===== src/rtl/core/nls_pkg.sv =====
// Shared types and character codes for the numeric literal scanner.
package nls_pkg;

   typedef enum logic [8:0] {
      MODE_IDLE       = 9'b000000001,
      MODE_INT        = 9'b000000010,
      MODE_HEX        = 9'b000000100,
      MODE_DOT        = 9'b000001000,
      MODE_VARARG     = 9'b000010000,
      MODE_FRAC       = 9'b000100000,
      MODE_EXP_START  = 9'b001000000,
      MODE_EXP_SIGN   = 9'b010000000,
      MODE_EXP_DIGITS = 9'b100000000
   } mode_type;

   localparam logic [2:0] KIND_INT        = 3'd0;
   localparam logic [2:0] KIND_FLOAT      = 3'd1;
   localparam logic [2:0] KIND_DOT        = 3'd2;
   localparam logic [2:0] KIND_VARARG     = 3'd3;
   localparam logic [2:0] KIND_BAD_EXP    = 3'd4;
   localparam logic [2:0] KIND_BAD_VARARG = 3'd5;

   localparam logic [7:0] CHAR_0     = 8'h30;
   localparam logic [7:0] CHAR_9     = 8'h39;
   localparam logic [7:0] CHAR_LO_A  = 8'h61;
   localparam logic [7:0] CHAR_LO_E  = 8'h65;
   localparam logic [7:0] CHAR_LO_F  = 8'h66;
   localparam logic [7:0] CHAR_LO_H  = 8'h68;
   localparam logic [7:0] CHAR_LO_L  = 8'h6c;
   localparam logic [7:0] CHAR_LO_U  = 8'h75;
   localparam logic [7:0] CHAR_LO_X  = 8'h78;
   localparam logic [7:0] CHAR_UP_A  = 8'h41;
   localparam logic [7:0] CHAR_UP_E  = 8'h45;
   localparam logic [7:0] CHAR_UP_F  = 8'h46;
   localparam logic [7:0] CHAR_UP_H  = 8'h48;
   localparam logic [7:0] CHAR_UP_L  = 8'h4c;
   localparam logic [7:0] CHAR_UP_U  = 8'h55;
   localparam logic [7:0] CHAR_DOT   = 8'h2e;
   localparam logic [7:0] CHAR_PLUS  = 8'h2b;
   localparam logic [7:0] CHAR_MINUS = 8'h2d;

   typedef struct packed {
      logic       valid;
      logic [2:0] kind;
      logic [7:0] length;
      logic       taken;
   } step_result_type;

endpackage


===== src/rtl/core/nls_step.sv =====
// Next-state and token result logic for one scanned word.
module nls_step #(
   parameter int LENGTH_LIMIT = 255,
   parameter int CNT_W = 8
) (
   input  nls_pkg::mode_type        mode,
   input  logic [CNT_W-1:0]         count,
   input  logic                     only_zero,
   input  logic [7:0]               character,
   output nls_pkg::mode_type        mode_next,
   output logic [CNT_W-1:0]         count_next,
   output logic                     only_zero_next,
   output nls_pkg::step_result_type result
);

   localparam int WIDE_W = (CNT_W > 8) ? CNT_W : 8;

   logic             is_dec;
   logic             is_hex;
   logic             is_exp;
   logic             is_sign;
   logic             is_int_sfx;
   logic             is_flt_sfx;
   logic             is_dot;
   logic [CNT_W-1:0] count_inc;
   logic             emit;
   logic             emit_taken;
   logic [2:0]       emit_kind;
   logic             restart;
   logic [CNT_W-1:0] emit_len;
   logic [WIDE_W-1:0] emit_len_wide;

   assign is_dec     = character inside {[nls_pkg::CHAR_0 : nls_pkg::CHAR_9]};
   assign is_hex     = character inside {[nls_pkg::CHAR_0 : nls_pkg::CHAR_9],
                                         [nls_pkg::CHAR_LO_A : nls_pkg::CHAR_LO_F],
                                         [nls_pkg::CHAR_UP_A : nls_pkg::CHAR_UP_F]};
   assign is_exp     = character inside {nls_pkg::CHAR_LO_E, nls_pkg::CHAR_UP_E};
   assign is_sign    = character inside {nls_pkg::CHAR_PLUS, nls_pkg::CHAR_MINUS};
   assign is_int_sfx = character inside {nls_pkg::CHAR_LO_U, nls_pkg::CHAR_UP_U,
                                         nls_pkg::CHAR_LO_L, nls_pkg::CHAR_UP_L};
   assign is_flt_sfx = character inside {nls_pkg::CHAR_LO_F, nls_pkg::CHAR_UP_F,
                                         nls_pkg::CHAR_LO_H, nls_pkg::CHAR_UP_H,
                                         nls_pkg::CHAR_LO_L, nls_pkg::CHAR_UP_L};
   assign is_dot     = (character == nls_pkg::CHAR_DOT);

   assign count_inc = (count < CNT_W'(LENGTH_LIMIT)) ? count + CNT_W'(1) : count;

   always_comb begin
      mode_next      = mode;
      count_next     = count;
      only_zero_next = only_zero;
      emit           = 1'b0;
      emit_taken     = 1'b0;
      emit_kind      = nls_pkg::KIND_INT;
      restart        = 1'b0;
      case (mode)
         nls_pkg::MODE_INT: begin
            if (is_dec) begin
               only_zero_next = 1'b0;
               count_next     = count_inc;
            end else if (is_dot) begin
               mode_next  = nls_pkg::MODE_FRAC;
               count_next = count_inc;
            end else if (is_exp) begin
               mode_next  = nls_pkg::MODE_EXP_START;
               count_next = count_inc;
            end else if (character == nls_pkg::CHAR_LO_X && only_zero) begin
               only_zero_next = 1'b0;
               mode_next      = nls_pkg::MODE_HEX;
               count_next     = count_inc;
            end else if (is_int_sfx) begin
               emit       = 1'b1;
               emit_taken = 1'b1;
            end else begin
               emit    = 1'b1;
               restart = 1'b1;
            end
         end
         nls_pkg::MODE_HEX: begin
            if (is_hex) begin
               count_next = count_inc;
            end else if (is_int_sfx) begin
               emit       = 1'b1;
               emit_taken = 1'b1;
            end else begin
               emit    = 1'b1;
               restart = 1'b1;
            end
         end
         nls_pkg::MODE_DOT: begin
            emit_kind = nls_pkg::KIND_DOT;
            if (is_dot) begin
               mode_next  = nls_pkg::MODE_VARARG;
               count_next = count_inc;
            end else if (is_dec) begin
               mode_next  = nls_pkg::MODE_FRAC;
               count_next = count_inc;
            end else begin
               emit    = 1'b1;
               restart = 1'b1;
            end
         end
         nls_pkg::MODE_VARARG: begin
            emit       = 1'b1;
            emit_taken = 1'b1;
            emit_kind  = is_dot ? nls_pkg::KIND_VARARG : nls_pkg::KIND_BAD_VARARG;
         end
         nls_pkg::MODE_FRAC, nls_pkg::MODE_EXP_DIGITS: begin
            emit_kind = nls_pkg::KIND_FLOAT;
            if (is_dec) begin
               count_next = count_inc;
            end else if (is_exp && mode == nls_pkg::MODE_FRAC) begin
               mode_next  = nls_pkg::MODE_EXP_START;
               count_next = count_inc;
            end else if (is_flt_sfx) begin
               emit       = 1'b1;
               emit_taken = 1'b1;
            end else begin
               emit    = 1'b1;
               restart = 1'b1;
            end
         end
         nls_pkg::MODE_EXP_START, nls_pkg::MODE_EXP_SIGN: begin
            emit_kind = nls_pkg::KIND_BAD_EXP;
            if (is_sign && mode == nls_pkg::MODE_EXP_START) begin
               mode_next  = nls_pkg::MODE_EXP_SIGN;
               count_next = count_inc;
            end else if (is_dec) begin
               mode_next  = nls_pkg::MODE_EXP_DIGITS;
               count_next = count_inc;
            end else begin
               emit    = 1'b1;
               restart = 1'b1;
            end
         end
         default: begin
            restart = 1'b1;
         end
      endcase

      if (emit || restart) begin
         mode_next      = nls_pkg::MODE_IDLE;
         count_next     = '0;
         only_zero_next = 1'b0;
      end
      if (restart) begin
         if (is_dec) begin
            mode_next      = nls_pkg::MODE_INT;
            count_next     = CNT_W'(1);
            only_zero_next = (character == nls_pkg::CHAR_0);
         end else if (is_dot) begin
            mode_next  = nls_pkg::MODE_DOT;
            count_next = CNT_W'(1);
         end
      end
   end

   assign emit_len      = emit_taken ? count_inc : count;
   assign emit_len_wide = WIDE_W'(emit_len);

   always_comb begin
      result.valid  = emit;
      result.kind   = emit_kind;
      result.taken  = emit_taken;
      result.length = (emit_len_wide > WIDE_W'(255)) ? 8'hff : emit_len_wide[7:0];
   end

endmodule


===== src/rtl/core/numeric_literal_scanner.sv =====
// Scans one character word per cycle unless stalled and reports C-style numeric literal, dot and vararg tokens.
// The scanner takes one character per cycle while req_stall is low and gives at most one token
// per character, in the cycle after the character is taken; the scan state and the token are both
// updated in the cycle of acceptance. req_stall rises only while a token sits in the output register and
// rsp_stall holds it; the word that frees that register may load the next token in the same
// cycle. A token that ends on a character not taken (rsp_char_taken low) restarts scanning
// on that same character. Token lengths saturate at LENGTH_LIMIT and at 255.
module numeric_literal_scanner #(
   parameter int LENGTH_LIMIT = 255
) (
   input  logic       clock,
   input  logic       reset,
   input  logic       req_valid,
   output logic       req_stall,
   input  logic [7:0] req_character,
   output logic       rsp_valid,
   input  logic       rsp_stall,
   output logic [2:0] rsp_kind,
   output logic [7:0] rsp_length,
   output logic       rsp_char_taken
);

   localparam int CNT_W = $clog2(LENGTH_LIMIT + 1);

   nls_pkg::mode_type        mode_ff;
   nls_pkg::mode_type        mode_in;
   logic [CNT_W-1:0]         count_ff;
   logic [CNT_W-1:0]         count_in;
   logic                     zero_ff;
   logic                     zero_in;
   nls_pkg::step_result_type step_res;
   logic                     accept;
   logic                     rsp_valid_ff;
   logic                     rsp_valid_in;
   logic [2:0]               kind_ff;
   logic [7:0]               length_ff;
   logic                     taken_ff;

   nls_step #(
      .LENGTH_LIMIT(LENGTH_LIMIT),
      .CNT_W       (CNT_W)
   ) u_step (
      .mode          (mode_ff),
      .count         (count_ff),
      .only_zero     (zero_ff),
      .character     (req_character),
      .mode_next     (mode_in),
      .count_next    (count_in),
      .only_zero_next(zero_in),
      .result        (step_res)
   );

   assign req_stall = rsp_valid_ff && rsp_stall;
   assign accept    = req_valid && !req_stall;

   always_comb begin
      rsp_valid_in = rsp_valid_ff;
      if (accept && step_res.valid) begin
         rsp_valid_in = 1'b1;
      end else if (!rsp_stall) begin
         rsp_valid_in = 1'b0;
      end
   end

   always_ff @(posedge clock) begin
      if (reset) begin
         mode_ff      <= nls_pkg::MODE_IDLE;
         count_ff     <= '0;
         zero_ff      <= 1'b0;
         rsp_valid_ff <= 1'b0;
      end else begin
         rsp_valid_ff <= rsp_valid_in;
         if (accept) begin
            mode_ff  <= mode_in;
            count_ff <= count_in;
            zero_ff  <= zero_in;
         end
      end
   end

   always_ff @(posedge clock) begin
      if (accept && step_res.valid) begin
         kind_ff   <= step_res.kind;
         length_ff <= step_res.length;
         taken_ff  <= step_res.taken;
      end
   end

   assign rsp_valid      = rsp_valid_ff;
   assign rsp_kind       = kind_ff;
   assign rsp_length     = length_ff;
   assign rsp_char_taken = taken_ff;

endmodule


===== config.mk =====
export PLATFORM = sky130hd
export DESIGN_NAME = numeric_literal_scanner
export DESIGN_NICKNAME = d
export VERILOG_FILES = /design/src/rtl/core/nls_pkg.sv /design/src/rtl/core/nls_step.sv /design/src/rtl/core/numeric_literal_scanner.sv
export SDC_FILE = /design/constraint.sdc
export NUM_CORES = 1
export LEC_CHECK = 0
export BUFFER_PORTS_ARGS = -buffer_cell sky130_fd_sc_hd__buf_2
export CAP_MARGIN = 20
export CORE_ASPECT_RATIO = 2
export CORE_MARGIN = 3
export CORE_UTILIZATION = 52
export CTS_BUF_LIST = sky130_fd_sc_hd__clkbuf_16
export DETAILED_ROUTE_END_ITERATION = 8
export PLACE_DENSITY_LB_ADDON = 0.12
export SLEW_MARGIN = 20
export SYNTH_ARGS = -nofsm -noshare
export SYNTH_HDL_FRONTEND = slang
export SYNTH_SLANG_ARGS = --single-unit
export TNS_END_PERCENT = 10

===== constraint.sdc =====
create_clock -name clock -period 3.06 [get_ports clock]
set_clock_uncertainty 0.1 [all_clocks]
set_input_delay 0.612 -clock clock [delete_from_list [all_inputs] [get_ports clock]]
set_output_delay 0.612 -clock clock [all_outputs]
set_load 0.1 [all_outputs]

==> results of run 1 <==
worst min-delay path by stage:
stage          depth (start not counted)    start       to  slack [ps]
2_1_floorplan                          2  zero_ff  zero_ff         340
3_3_place_gp                           2  zero_ff  zero_ff         360
3_5_place_dp                           2  zero_ff  zero_ff         370
4_1_cts                                2  zero_ff  zero_ff         370
5_1_grt                                2  zero_ff  zero_ff         400
6_report                               2  zero_ff  zero_ff         380
kinds of logic (layout without fill, tap and decap cells):
kind of cell	count (synthesis)	in the layout	share of synthesized area, %
adder cells (fa/ha/maj)	1	1	0.626
AND/OR/NAND/NOR	124	124	34.0
flip-flops	31	31	37.0
AO/OA/AOI/OAI	51	51	17.6
XOR/XNOR	10	10	4.38
multiplexers	5	5	2.69
buffers and inverters	17	67	3.63
per-stage QoR:
| step | worst slack, ps | setup TNS (ps) | cells |
|---|---|---|---|
| after floorplan | -29.3 | -29.3 | 239 |
| after global placement | -18.7 | -40.3 | 330 |
| after detailed placement | -71.1 | -293 | 330 |
| after CTS | 202 | 0 | 338 |
| after global routing | 128 | 0 | 338 |
| final | 196 | 0 | 338 |
per-layer routing:
layer / share of wire, % / track usage, % / up-vias
met2: 58 / 54.4 / 82
met4: 4.7 / 15.9 / 0
met5: 0 / 0 / -
li1: - / - / 989
met1: 33 / 24.3 / 988
met3: 3.6 / 2.86 / 25
flip-flops by register name (all words and copies together) (netlist names):
signal          cells
rsp_valid           1
mode_ff             9
rsp_length          8
rsp_char_taken      1
zero_ff             1
count_ff            8
rsp_kind            3
power by group:
group	internal (µW)	total [µW]	switching [µW]
logic	23.9	60.9	36.9
clock network	379	551	172
registers	427	429	1.77
total	830	1040	211
worst reg2reg max path, cell delays in order (launching register included):
cell     delay, ps
dfxtp_1        320
buf_4          170
or4_1          500
nor2_1         200
and3_1         300
a32o_2         290
a31oi_4        140
nor2_1         190
mux2_1         340
area by class of cell:
type | count | area [µm²] | area share, %
inverter | 3 | 11.3 | 0.446
tap | 49 | 61.3 | 2.43
sequential | 31 | 741 | 29.3
multi-input combinational | 191 | 1190 | 47.2
clock inverter | 3 | 38.8 | 1.54
timing repair buffer | 56 | 358 | 14.2
clock buffer | 5 | 125 | 4.95
cell usage in the layout, fill, tap and decap left out, types with 5 or more instances in the layout:
master	instances
and2_1	5
clkbuf_16	5
edfxtp_1	12
a21oi_1	12
buf_4	31
a31oi_1	6
buf_2	25
o21ai_0	9
nor3_1	10
nor2_1	29
nand4b_1	6
nand3b_1	5
nand2_1	21
and3_1	5
xor2_1	7
nand3_1	14
dfxtp_1	19
nor4_1	6
==> flow_summary_export.csv, run 1 <==
group,metric,value,unit
synth,async_flop_share,0,%
timing,finalCriticalPeriod,2860,ps
power,power.density,412,mW/mm²
route,wl,5870,µm
global_routing,grt_overflow,0,
critical_path,start_kind,"primary input",
die,fp-row-count,31,
synth,synthTopCellsByArea,"dfxtp_1, edfxtp_1, nor2_1, nand2_1, nand3_1",
route,wire_per_inst,17.4,µm
synth,synth_seq_cells,31,
clock_network,clk_path_buf_depth,2,
final_layout,n_antenna_cell,0,
power,ir_drop,397,µV
critical_path,crit_type,"in -> reg",
critical_path,rr_worst_depth,8,
place,post-dp-hpwl,4520,µm
final_layout,fin_util,69.3,%
die,die_w,49.8,µm
critical_path,reg2reg_from,"mode_ff[5]",
synth,synthCells,239,
critical_path,cp_top_family,"simple AND/OR/NAND/NOR gates",
synth,syn_nets,252,
synth,yosysWarnings,0,
global_routing,track_usage,27.0,%
critical_path,cp_cell_sequence,"buf_2 -> or3b_1 -> or4_4 -> and4bb_4 -> a32o_2 -> a31oi_4 -> nor2_1 -> mux2_1",
global_routing,grt_pass1_wl,9660,µm
critical_path,cp.depth,8,
synth,synth.distinct_cells,57,
synth,postSynthAreaPerCell,8.37,µm²
die,io_pins,26,
clock_network,htree_levels,2,
route,drtAntennaViolNets,0,
critical_path,worst_setup_path_end_kind,"register",
clock_network,cts_tree,"yes",
run,maxCapViolations,0,
critical_path,cp.arrival,2780,ps
critical_path,endpoint,"rsp_length[1]",
route,firstDrtPassIters,4,
place,placed_cell_area,0.00236,mm²
route,vias_per_cell,6.17,
global_routing,grt_pass1_vias,2128,
timing,worst_slew_pin_slew,471,ps
critical_path,rrSetupSlack,250,ps
final_layout,fillCellCount,331,
clock_network,cts_sinks,31,
synth,ys_top_cells_by_count,"nor2_1, nand2_1, dfxtp_1, nand3_1",
clock_network,cts_resized,0,
critical_path,slowest_stage,"or4_4",
timing,fmax,349,MHz
critical_path,reg2reg_to,"rsp_length[1]",
die,die_area,0.00467,mm²
synth,synthFlopType,"dfxtp_1",
timing,maxSlewHeadroom,68.3,%
place,globalplace.congestion,0.946,
clock_network,postCtsHoldBufs,0,
global_routing,antenna_found_initial,0,
critical_path,required,2970,ps
route,drc,0,
timing,drv_slew,0,
synth,yosysMostFrequentCell,"nor2_1",
critical_path,critPathMaxStageDelay,520,ps
timing,rsz0062_at_grt,"false",
route,via_count,2084,
clock_network,cts-root-buf,"clkbuf_16",
synth,ys_seq_area_share,37.0,%
power,p_leak,0.00103,µW
place,portBuffers,25,
synth,syn-cell-area,0.00200,mm²
critical_path,path_max_fanout,5,
timing,finalSetupViolations,0,
critical_path,path_buf_inv,1,
final_layout,drive_above_1_share,25.6,%
synth,synth_top_area_share,19.0,%
timing,whs,375,ps
final_layout,design_area,0.00253,mm²
power,power,1040,µW
clock_network,clkLatencyLatePin,270,ps
clock_network,cts.clk_slew.worst_paths,50,ps
clock_network,cts_buffers,5,
timing,period_share,93.6,%
die,die_y,93.7,µm
die,start_util,54.8,%
critical_path,startpoint,"req_character[6]",
clock_network,cts_setup_buffers,0,
route,drtIter0Drc,88,
status,outcome,"complete, no violations",
final_layout,nets,301,
die,coreArea,0.00365,mm²
timing,hold_viol_final,0,
synth,yosys.area.top_type,"dfxtp_1",
synth,synth_edf_count,12,
final_layout,areaGrowthSynthToFinish,26.3,%
global_routing,grt_max_degree,25,
min_path,min_path_type,"reg -> reg",
Note: power is estimated with default switching activity, not from simulation.
==> run 2: changes to the inputs <==
Settings changed: PLACE_DENSITY_LB_ADDON 0.12 to 0.08.
==> flow_summary_export.csv, run 2 (same netlist as run 1, synthesis figures left out) <==
group,metric,value,unit
timing,drv_slew,0,
timing,worst_slew_pin_slew,643,ps
place,portBuffers,25,
route,wire_per_inst,17.2,µm
global_routing,grt_overflow,0,
global_routing,grt_pass1_wl,9640,µm
die,die_y,93.7,µm
final_layout,final_cells,333,
die,start_util,54.8,%
power,p_leak,0.000988,µW
clock_network,cts-root-buf,"clkbuf_16",
critical_path,cp.arrival,2850,ps
route,drc,0,
clock_network,cts_sinks,31,
timing,finalSetupViolations,0,
power,clkPwrFrac,48.8,%
status,outcome,"complete, no violations",
min_path,min_path_type,"reg -> reg",
route,via_count,2042,
place,dpl.cell_count,325,
final_layout,largest_reg_flops,9,
clock_network,postCtsHoldBufs,0,
critical_path,start_kind,"register",
power,p_sw_share,22.1,%
die,die_area,0.00467,mm²
critical_path,worst_setup_path_end_kind,"register",
route,vias_per_cell,6.13,
final_layout,drive_above_1_share,23.9,%
critical_path,path_max_fanout,7,
timing,fmax,342,MHz
clock_network,clkLatencyLatePin,280,ps
final_layout,final_cell_mix,"nor2_1, buf_4, buf_2",
place,pre_cts_slack,-72.3,ps
final_layout,n_antenna_cell,0,
power,p_int,746,µW
clock_network,cts_resized,0,
route,wl,5720,µm
power,ir_drop,350,µV
global_routing,grt_pass1_vias,2128,
clock_network,cts_buffers,5,
power,p_comb_share,6.4,%
place,post-dp-hpwl,4390,µm
clock_network,cts.clk_slew.worst_paths,50,ps
global_routing,track_usage,27.1,%
timing,finalCriticalPeriod,2930,ps
die,io_pins,26,
final_layout,nets,296,
power,power.density,388,mW/mm²
timing,rsz0062_at_grt,"false",
critical_path,crit_type,"reg -> reg",
global_routing,antenna_found_initial,0,
timing,period_share,95.7,%
run,maxCapViolations,0,
final_layout,top_register,"mode_ff",
power,p_switching,211,µW
timing,hold_viol_final,0,
final_layout,areaGrowthSynthToFinish,23.3,%
place,globalplace.congestion,0.949,
route,firstDrtPassIters,4,
clock_network,cts_tree,"yes",
die,fp-row-count,31,
power,power_frac_seq,44.8,%
final_layout,mostFrequentLayoutCell,"nor2_1",
die,die_w,49.8,µm
clock_network,cts_setup_buffers,0,
critical_path,required,2980,ps
route,drtAntennaViolNets,0,
global_routing,grt_max_degree,23,
die,coreArea,0.00365,mm²
clock_network,htree_levels,2,
route,drtIter0Drc,76,
timing,maxSlewHeadroom,56.8,%
final_layout,fin_util,67.6,%
clock_network,clk_path_buf_depth,2,
timing,setup_ws,132,ps
## run 2: final timing paths
check,start,to,slack [ps],depth (start not counted)
max,mode_ff[4],rsp_length[1],130,7
min,zero_ff,zero_ff,370,2
max reg2reg,mode_ff[4],rsp_length[1],130,7
min reg2reg,zero_ff,zero_ff,370,2
## run 2: critical path, cell delays in order (launching register included)
cell,delay (ps)
dfxtp_1,370
nor3_1,570
nand4b_1,350
and4bb_4,420
a32o_2,200
a31oi_4,140
nor2_1,180
mux2_1,350
## run 2: final cells by class
cell class / instances / area (µm²)
clock buffer: 5 / 125
tap: 49 / 61.3
timing repair buffer: 51 / 320
multi-input combinational: 191 / 1190
clock inverter: 3 / 15.0
fill: 339 / 1180
inverter: 3 / 11.3
sequential: 31 / 741
## run 2: per-stage QoR
step                TNS [ps]  instance area (µm²)  hold slack (ps)  total power (µW)
floorplan              -29.3                 2000              343               471
global placement       -44.1                 2320              359               497
detailed placement      -235                 2320              365               497
CTS                        0                 2460              374               958
global route               0                 2460              415               983
finish                     0                 2460              371               957
## run 2: power groups by stage
stage | Clock, µW | Sequential (µW) | Combinational (µW)
final | 467 | 429 | 60.9
after global routing | 488 | 429 | 66.4
after CTS | 469 | 429 | 60.3
after detailed placement | 0 | 437 | 60.1
after global placement | 0 | 437 | 59.9
after floorplan | 0 | 436 | 34.7
## run 2: per-layer routing
layer	up-vias	track usage [%]	wire length, µm
met4	0	19.6	285
met1	960	25.6	1950
met2	75	50.7	3220
met5	-	0	0
met3	25	3.97	258
li1	982	-	-
==> run 3: changes to the inputs <==
Settings changed: BUFFER_PORTS_ARGS -buffer_cell sky130_fd_sc_hd__buf_2 to -buffer_cell sky130_fd_sc_hd__clkbuf_2.
==> flow_summary_export.csv, run 3 (same netlist as run 1, synthesis figures left out) <==
group,metric,value,unit
power,ir_drop,315,µV
final_layout,nets,299,
route,drtIter0Drc,88,
status,outcome,"complete, no violations",
timing,period_share,92.2,%
timing,rsz0062_at_grt,"false",
timing,drv_slew,0,
final_layout,drive_above_1_share,25.4,%
die,die_area,0.00467,mm²
global_routing,track_usage,27.0,%
clock_network,cts_sinks,31,
final_layout,areaGrowthSynthToFinish,25.9,%
die,io_pins,26,
clock_network,cts-root-buf,"clkbuf_16",
critical_path,required,2980,ps
route,wl,5690,µm
place,globalplace.congestion,0.948,
route,wire_per_inst,16.9,µm
critical_path,worst_setup_path_end_kind,"register",
clock_network,cts_setup_buffers,0,
clock_network,cts_tree,"yes",
final_layout,largest_reg_flops,9,
final_layout,fillCellCount,349,
route,drtAntennaViolNets,0,
clock_network,cts.clk_slew.worst_paths,50,ps
clock_network,clk_path_buf_depth,2,
timing,finalSetupViolations,0,
route,vias_per_cell,6.07,
place,placed_cell_area,0.00235,mm²
final_layout,top_register,"mode_ff",
global_routing,grt_pass1_vias,2094,
route,via_count,2041,
power,power,1050,µW
timing,hold_viol_final,0,
die,start_util,54.8,%
route,drc,0,
critical_path,path_max_fanout,5,
power,p_leak,0.00102,µW
power,power.density,416,mW/mm²
critical_path,start_kind,"primary input",
min_path,min_path_type,"reg -> reg",
final_layout,n_antenna_cell,0,
timing,fmax,354,MHz
global_routing,antenna_found_initial,0,
final_layout,design_area,0.00252,mm²
timing,maxSlewHeadroom,63.9,%
die,die_y,93.7,µm
clock_network,clkLatencyLatePin,280,ps
timing,worst_slew_pin_slew,543,ps
run,maxCapViolations,0,
critical_path,crit_type,"in -> reg",
critical_path,cp.arrival,2740,ps
final_layout,final_cell_mix,"nor2_1, buf_4, clkbuf_2",
clock_network,htree_levels,2,
place,post-dp-hpwl,4460,µm
die,fp-row-count,31,
global_routing,grt_pass1_wl,9530,µm
clock_network,cts_buffers,5,
timing,whs,371,ps
place,portBuffers,25,
route,firstDrtPassIters,4,
die,coreArea,0.00365,mm²
timing,finalCriticalPeriod,2820,ps
die,die_w,49.8,µm
global_routing,grt_max_degree,25,
global_routing,grt_overflow,0,
-- run 3: changes by cell type in the layout (fill, tap and decap cells not counted), sizes merged --
cell,previous run,this run
buf,51,29
clkbuf,5,30
bufinv,0,1
clkinvlp,1,0
-- run 3: path summary, 6_finish.rpt --
| kind | start | to | slack (ps) | depth (start not counted) |
|---|---|---|---|---|
| hold reg to reg | zero_ff | zero_ff | 370 | 2 |
| setup / recovery | req_character[6] | rsp_length[1] | 240 | 8 |
| hold / removal | zero_ff | zero_ff | 370 | 2 |
| setup reg to reg | mode_ff[0] | rsp_length[7] | 280 | 8 |
-- run 3: report_power, final --
part | internal, µW | switching [µW]
registers | 427 | 1.93
logic | 24.2 | 36.4
clock network | 379 | 178
-- run 3: routing by layer --
layer	wire length, µm	global-route usage [%]	share of wire, %
met1	1950	25.9	34
met2	3150	49.7	55
met3	218	3.50	3.8
met4	373	21.0	6.6
met5	0	0	0
-- run 3: repair_timing --
item,CTS,global route
resized for setup,0,1
endpoints found under the setup margin,0,12
hold buffers,0,0
-- run 3: cell type report --
class                           instances  area [µm²]  area share [%]
Multi-Input combinational cell        191        1200            47.6
Timing Repair Buffer                   54         343            13.6
Sequential cell                        31         741            29.4
Clock buffer                            5         125            4.97
Inverter                                3        11.3           0.447
Tap cell                               49        61.3            2.44
Clock inverter                          3        38.8            1.54
-- run 3: critical path, stage by stage --
cell and delay [ps]:
clkbuf_2 90, or3b_1 380, or4_4 520, and4bb_4 210
a32o_2 260, a31oi_4 240, nor2_1 110, mux2_1 320
-- run 3: metrics by stage --
stage / setup WS (ps) / TNS (ps) / util, % / cells
final: 238 / 0 / 69.0 / 336
after global routing: 150 / 0 / 69.0 / 336
after CTS: 188 / 0 / 68.9 / 336
after detailed placement: -25.7 / -27.8 / 64.4 / 328
after global placement: -4.95 / -4.95 / 64.4 / 328
after floorplan: -29.3 / -29.3 / - / 239
